===== config.mk =====
export PLATFORM = sky130hd
export DESIGN_NAME = mi4_div
export DESIGN_NICKNAME = d
export VERILOG_FILES = /design/src/mi4_pkg.sv /design/src/mi4_div.sv
export SDC_FILE = /design/constraint.sdc
export NUM_CORES = 1
export LEC_CHECK = 0
export CAP_MARGIN = 20
export CORE_MARGIN = 1
export CORE_UTILIZATION = 25
export DETAILED_ROUTE_END_ITERATION = 8
export DONT_BUFFER_PORTS = 1
export HOLD_SLACK_MARGIN = 0.1
export RECOVER_POWER = 100
export SYNTH_ARGS = -nofsm -noshare
export SYNTH_HDL_FRONTEND = slang
export SYNTH_SLANG_ARGS = --single-unit
export TNS_END_PERCENT = 100

===== constraint.sdc =====
create_clock -name clk -period 11.08 [get_ports clk]
set_clock_uncertainty 0.2 [all_clocks]
set_input_delay 2.216 -clock clk [delete_from_list [all_inputs] [get_ports clk]]
set_output_delay 2.216 -clock clk [all_outputs]
set_load 0.1 [all_outputs]

===== src/mi4_pkg.sv =====
// shared types, defaults and index helper for the 4x4 adjugate inverse core
package mi4_pkg;

  localparam int DATA_WIDTH_DEF = 32;
  localparam int FRAC_BITS_DEF  = 16;

  typedef enum logic [3:0] {
    S_IDLE,
    S_TERM_A,
    S_TERM_B,
    S_MUL1,
    S_TERM_C,
    S_MUL2,
    S_TERM_END,
    S_DET_LOAD,
    S_DET_MUL,
    S_DET_END,
    S_DET_FIN,
    S_DIV_GO,
    S_DIV_WAIT,
    S_EMIT
  } state_t;

  typedef struct packed {
    logic start;
    logic neg;
  } div_ctl_t;

  typedef struct packed {
    logic busy;
    logic done;
    logic sat;
  } div_sts_t;

  // store address of factor s of product term t for cofactor k
  // terms 0..2 walk rows r+1..r+3, terms 3..5 walk them backwards
  function automatic logic [3:0] cof_elem_addr(input logic [3:0] k, input logic [2:0] t,
                                               input logic [1:0] s);
    logic [1:0] row_off;
    logic [2:0] rot;
    logic [2:0] idx;
    logic [1:0] col_off;
    row_off = (t >= 3'd3) ? (2'd3 - s) : (2'd1 + s);
    rot     = (t >= 3'd3) ? (t - 3'd3) : t;
    idx     = rot + {1'b0, s};
    if (idx >= 3'd3) begin
      idx = idx - 3'd3;
    end
    col_off = idx[1:0] + 2'd1;
    return {k[3:2] + row_off, k[1:0] + col_off};
  endfunction

endpackage


===== src/mi4_div.sv =====
// serial restoring divider with signed saturation of the quotient
module mi4_div #(
  parameter int DATA_WIDTH = mi4_pkg::DATA_WIDTH_DEF,
  parameter int NUM_WIDTH  = 130,
  parameter int DEN_WIDTH  = 132
) (
  input  logic                         clk,
  input  logic                         rst_n,
  input  mi4_pkg::div_ctl_t            ctl,
  input  logic [NUM_WIDTH-1:0]         num_mag,
  input  logic [DEN_WIDTH-1:0]         den,
  output mi4_pkg::div_sts_t            sts,
  output logic signed [DATA_WIDTH-1:0] quo
);
  import mi4_pkg::*;

  localparam int CW = $clog2(NUM_WIDTH);

  logic                 busy_r, busy_nxt;
  logic                 done_r, done_nxt;
  logic [CW-1:0]        cnt_r, cnt_nxt;
  logic [NUM_WIDTH-1:0] num_r, num_nxt;
  logic [DEN_WIDTH-1:0] den_r, den_nxt;
  logic [DEN_WIDTH-1:0] rem_r, rem_nxt;
  logic [DATA_WIDTH:0]  q_r, q_nxt;
  logic                 over_r, over_nxt;
  logic                 neg_r, neg_nxt;

  logic [DEN_WIDTH:0]   rem_sh;
  logic [DEN_WIDTH:0]   diff;
  logic                 q_big, q_ge, q_gt, sat;

  assign rem_sh = {rem_r, num_r[NUM_WIDTH-1]};
  assign diff   = rem_sh - {1'b0, den_r};

  always_comb begin
    busy_nxt = busy_r;
    done_nxt = 1'b0;
    cnt_nxt  = cnt_r;
    num_nxt  = num_r;
    den_nxt  = den_r;
    rem_nxt  = rem_r;
    q_nxt    = q_r;
    over_nxt = over_r;
    neg_nxt  = neg_r;
    if (ctl.start) begin
      busy_nxt = 1'b1;
      cnt_nxt  = '0;
      num_nxt  = num_mag;
      den_nxt  = den;
      rem_nxt  = '0;
      q_nxt    = '0;
      over_nxt = 1'b0;
      neg_nxt  = ctl.neg;
    end else if (busy_r) begin
      num_nxt  = {num_r[NUM_WIDTH-2:0], 1'b0};
      rem_nxt  = diff[DEN_WIDTH] ? rem_sh[DEN_WIDTH-1:0] : diff[DEN_WIDTH-1:0];
      over_nxt = over_r | q_r[DATA_WIDTH];
      q_nxt    = {q_r[DATA_WIDTH-1:0], ~diff[DEN_WIDTH]};
      cnt_nxt  = cnt_r + CW'(1);
      if (cnt_r == CW'(NUM_WIDTH - 1)) begin
        busy_nxt = 1'b0;
        done_nxt = 1'b1;
      end
    end
  end

  always_ff @(posedge clk) begin
    if (!rst_n) begin
      busy_r <= 1'b0;
      done_r <= 1'b0;
    end else begin
      busy_r <= busy_nxt;
      done_r <= done_nxt;
    end
    cnt_r  <= cnt_nxt;
    num_r  <= num_nxt;
    den_r  <= den_nxt;
    rem_r  <= rem_nxt;
    q_r    <= q_nxt;
    over_r <= over_nxt;
    neg_r  <= neg_nxt;
  end

  // compare against 2^(DATA_WIDTH-1)
  assign q_big = over_r | q_r[DATA_WIDTH];
  assign q_ge  = q_big | q_r[DATA_WIDTH-1];
  assign q_gt  = q_big | (q_r[DATA_WIDTH-1] & (|q_r[DATA_WIDTH-2:0]));

  always_comb begin
    if (neg_r) begin
      sat = q_gt;
      quo = q_gt ? {1'b1, {(DATA_WIDTH-1){1'b0}}} : -q_r[DATA_WIDTH-1:0];
    end else begin
      sat = q_ge;
      quo = q_ge ? {1'b0, {(DATA_WIDTH-1){1'b1}}} : q_r[DATA_WIDTH-1:0];
    end
  end

  assign sts.busy = busy_r;
  assign sts.done = done_r;
  assign sts.sat  = sat;

`ifndef ASSERT_OFF
  a_no_restart: assert property (@(posedge clk) disable iff (!rst_n)
    ctl.start |-> !busy_r) else $error("divider restarted while busy");
  a_done_pulse: assert property (@(posedge clk) disable iff (!rst_n)
    done_r |=> !done_r) else $error("done longer than one cycle");
  a_done_after_busy: assert property (@(posedge clk) disable iff (!rst_n)
    done_r |-> $past(busy_r)) else $error("done without a running division");
`endif

endmodule


Word-level counts from Yosys, hierarchy flattened
Cells that the tools add are included.

Register bits: 439. Input port bits: 266. Output and inout bits: 35. Logic and storage cells: 34.

Multiplexer cells: 11. Add/subtract/negate cells: 3. Bitwise operators: 7. Reductions and logical operators: 3. Equality and inequality tests: 1.

Operators by type and width (count): $mux W130 (2); $sub A133 B132 Y133 (1); $mux W132 (1); $mux W32 (3); $neg A32 Y32 (1); $reduce_or A31 Y1 (1); $add A8 B1 Y8 const B (1); $eq A8 B8 Y1 const B (1); $mux W1 (5); $not A1 Y1 (3); $or A1 B1 Y1 (3); $reduce_or A3 Y1 (1); $reduce_bool A2 Y1 (1); $and A1 B1 Y1 (1).

Logic depth before layout (Yosys ltp)
Depth in word-level cells: 5. Gate-level depth with buffers: 18. Mapped depth without buffers: 16.

Worst setup path after synthesis
Ideal clock, no wire load.

Kind: flip-flop to output port. Start point: register q_r[0]. End point: output quo[12]. Required time: 8664 ps. Slack: 2075 ps. Arrival time: 6589 ps. Stages on the path, launching flop included: 16. Path through: dfxtp_1 > inv_1 > ha_1 > nor3b_1 > nand4_1 > nor3_1 > nand2_1 > or3_1 > nor3_1 > nand4_1 > o21ai_1 > nand2_1 > inv_1 > nand2_1 > clkbuf_1 > o311ai_0.

Cells in the longest elaborated chain, start to end: 5. Elaborated cells between the ends (all ways): 6.

Ends and longest elaborated chain: start: declaration (RTL line mi4_div.sv:25) `logic [DATA_WIDTH:0] q_r, q_nxt;`; start signal: assignment (RTL line mi4_div.sv:80) `q_r <= q_nxt;`; branches (longest 3 deep; another with $neg A32 Y32); $mux W32 (*) (RTL line mi4_div.sv:93) `quo = q_gt ? {1'b1, {(DATA_WIDTH-1){1'b0}}} : -q_r[DATA_WIDTH-1:0];`; $mux W32 (*) (RTL line mi4_div.sv:91) `if (neg_r) begin`; end: declaration (RTL line mi4_div.sv:13) `output logic signed [DATA_WIDTH-1:0] quo`.

Mark *: on every way between the ends.

Worst setup path after layout
Start point: register q_r[0]. End point: output quo[7].

Same word-level chain as after synthesis.

==> qor.csv <==
stage,metric,value,unit
placement,place_area,0.0290,mm2
run_status,status,"finished, violations left",
setup_path,crit_buf_inv,4,
grt,grt_pass1_wl,123,mm
clock_network,cts.path.max_buffers,3,
clock_network,cts.htree.levels,2,
floorplan,die_area,0.109,mm2
setup_path,path_cells,inv_1 > ha_1 > nor3b_1 > nand4_1 > nor3_1 > nand2_1 > or3_1 > nor3_1 > nand4_1 > o21ai_0 > nand2_1 > inv_1 > nand2_1 > clkbuf_1 > o311ai_0 > clkbuf_16,
setup_path,cp_top_family,simple AND/OR/NAND/NOR gates,
floorplan,io_pins,301,
placement,dp_slack,2.88,ns
synthesis,post_synth_instance_area,0.0270,mm2
run_status,violations,"max-capacitance violations, max-slew violations",
clock_network,root_buffer,clkbuf_16,
timing,max-slew-margin-rel,-183,%
final_layout,layoutNonFillerInstCount,4370,
setup_path,critPathLaunch,q_r[0],
grt,grt_max_degree,406,
setup_path,critical_path_required,8.66,ns
drt,wirelength,82.1,mm
grt,grt_pass1_vias,20686,
pwr,total_power,4.81,mW
drt,via_per_inst,5.02,
pwr,cellPowerDensity,157,mW/mm2
drt,drc,0,
floorplan,fp.dieH,331,um
drt,wl_per_cell,18.8,um
synthesis,syn-num-nets,3412,
pwr,leakagePower,11.6,nW
setup_path,critPathMostFrequentCell,nand2_1,
setup_path,rr_startpoint,den_r[0],
clock_network,hold_buffers,0,
setup_path,cpMaxStageDelayCell,o21ai_0,
setup_path,worst_setup_path_end_kind,primary output,
drt,drt_iter0_drc,1504,
setup_path,critPathArrivalTime,7.08,ns
grt,antenna_found_initial,19,
grt,track_usage,14.4,%
timing,rsz0062_at_grt,no,
final_layout,layout.nets,3322,
timing,finalSetupTns,0,ns
clock_network,cts_inserted_buffers,53,
final_layout,final_layout_size_suffix_gt1_share,9.31,%
synthesis,syn_area_per_cell,8.98,um2
synthesis,synth_cells,3010,
synthesis,synth-edff-count,263,
clock_network,cts_tree,built,
timing,fin_ws,1.59,ns
timing,maxSlewViolCount,767,
synthesis,async_flop_share,0,%
drt,via_count,21933,
timing,fin_crit,9.49,ns
clock_network,clock_latency,0.65,ns
clock_network,cts_setup_buffers,0,
setup_path,start_kind,register,
min_path,min_path_type,reg -> reg,
min_path,holdCritStartpoint,rem_r[61],
synthesis,seq_area_frac_synth,42.3,%
clock_network,ctsResizeCount,0,
clock_network,clkSinkCount,439,
placement,gp_congestion,0.909,
placement,place_hpwl,59.6,mm
timing,final-setup-viol-count,0,
grt,grt.overflow.total,0,
setup_path,path_max_fanout,21,
floorplan,start_util,25.2,%
timing,period_share,85.7,%
drt,detail-route-antenna-nets,0,
floorplan,core_area,0.107,mm2
timing,finalHoldViolations,0,
placement,numPortBuffers,0,
timing,worst_slew_pin_slew,4.25,ns
setup_path,worst_path_largest_cell_delay,0.87,ns
synthesis,synth_cell_types,74,
pwr,peakVddDrop,123,uV
final_layout,synthToLayoutAreaGrowth,13.7,%
placement,dp.cells,4265,
floorplan,die_w,331,um
final_layout,finalCoreUtilization,28.7,%
synthesis,synth_ff_type,edfxtp_1,
job,drv_cap,12,
final_layout,final_area,0.0307,mm2
synthesis,yosysWarnings,0,
setup_path,crit_type,reg -> out,
timing,hold_slack,0.283,ns
timing,max_freq,105,MHz
clock_network,clk_pin_slew,0.06,ns
synthesis,synth_seq_cells,439,
floorplan,fp-row-count,120,
drt,drt_first_pass_iters,6,
-- synthesized netlist by cell type (46+ instances only) --
library cell / count / area share, %
inv_1: 184 / 2.6
dfxtp_1: 176 / 13
clkbuf_1: 179 / 2.5
nand2_1: 381 / 5.3
nor3_1: 47 / 0.87
mux2_2: 129 / 5.4
nor2_1: 296 / 4.1
a311oi_1: 66 / 2.1
nand4_1: 81 / 1.9
xnor2_1: 72 / 2.3
edfxtp_1: 263 / 29
o21ai_0: 191 / 3.5
ha_1: 135 / 6.3
o211ai_1: 46 / 1.3
xor2_1: 50 / 1.6
a21oi_1: 237 / 4.4
-- layout make-up --
type	count	area, um2
Antenna cell	3	7.51
Clock buffer	63	1420
Clock inverter	36	434
Fill cell	11281	76300
Inverter	184	692
Multi-Input combinational cell	2197	14300
Sequential cell	439	11400
Tap cell	1403	1760
Timing Repair Buffer	45	713
-- cell families (layout without fill, tap and decap cells) --
group	Yosys count	after routing	synth area share, %
AOI/OAI and AO/OA	818	818	19.6
xor gates and xnor gates	122	122	3.95
adders and majority gates	136	136	6.33
buffers and inverters	374	328	5.24
DFF	439	439	42.3
muxes	173	173	7.01
other	0	3	0
and+or+nand+nor	948	948	15.7
-- layer usage --
layer  global-route usage, %  part of all wire (%)  vias up
met1                    19.4                    45    10455
li1                        -                     -    10782
met3                    2.77                   5.2      146
met2                    23.4                    47      540
met4                    4.04                   2.5       10
met5                       0                 0.082        -
-- flip-flops by register name (all words and copies together) (netlist names) --
name / count
den_r: 132
rem_r: 132
num_r: 130
q_r: 33
cnt_r: 8
busy_r: 1
done_r: 1
neg_r: 1
over_r: 1
-- cell usage in the layout, fill, tap and decap left out, types with 50 or more instances in the layout --
cell type | Yosys | final
mux2_2 | 129 | 117
o21ai_0 | 191 | 194
xnor2_1 | 72 | 71
nor2_1 | 296 | 296
nand4_1 | 81 | 81
inv_1 | 184 | 183
a311oi_1 | 66 | 66
xor2_1 | 50 | 50
edfxtp_1 | 263 | 263
clkbuf_16 | 0 | 78
ha_1 | 135 | 135
dfxtp_1 | 176 | 176
nand2_1 | 381 | 381
a21oi_1 | 237 | 237
-- worst reg2reg max path, stage by stage (launching register included) --
cell and delay (ns):
edfxtp_1 0.38, ha_1 0.20, inv_1 0.07, fa_1 0.24
a211oi_1 0.10, o211ai_1 0.21, nor4bb_1 0.72, o211ai_1 0.44
a211oi_1 0.36, o2111a_1 0.27, nor2_1 0.10, o21ai_0 0.33
a21boi_0 0.26, xnor2_2 0.16, clkbuf_1 2.95, nand2_1 1.56
o221ai_1 0.57
-- power by group --
part	switching, mW	total [mW]	internal (mW)	leakage [nW]
registers	0.0627	1.94	1.88	4.05
clock network	0.764	1.85	1.09	0.904
logic	0.632	1.01	0.382	6.62
-- path summary, 6_finish.rpt --
check                    end  slack, ns  cells past startpoint
setup / recovery      quo[7]       1.59                     16
hold / removal     rem_r[61]       0.28                      2
setup reg to reg  rem_r[121]       1.83                     16
hold reg to reg    rem_r[61]       0.28                      2
Power figures use the tool's default switching activity.
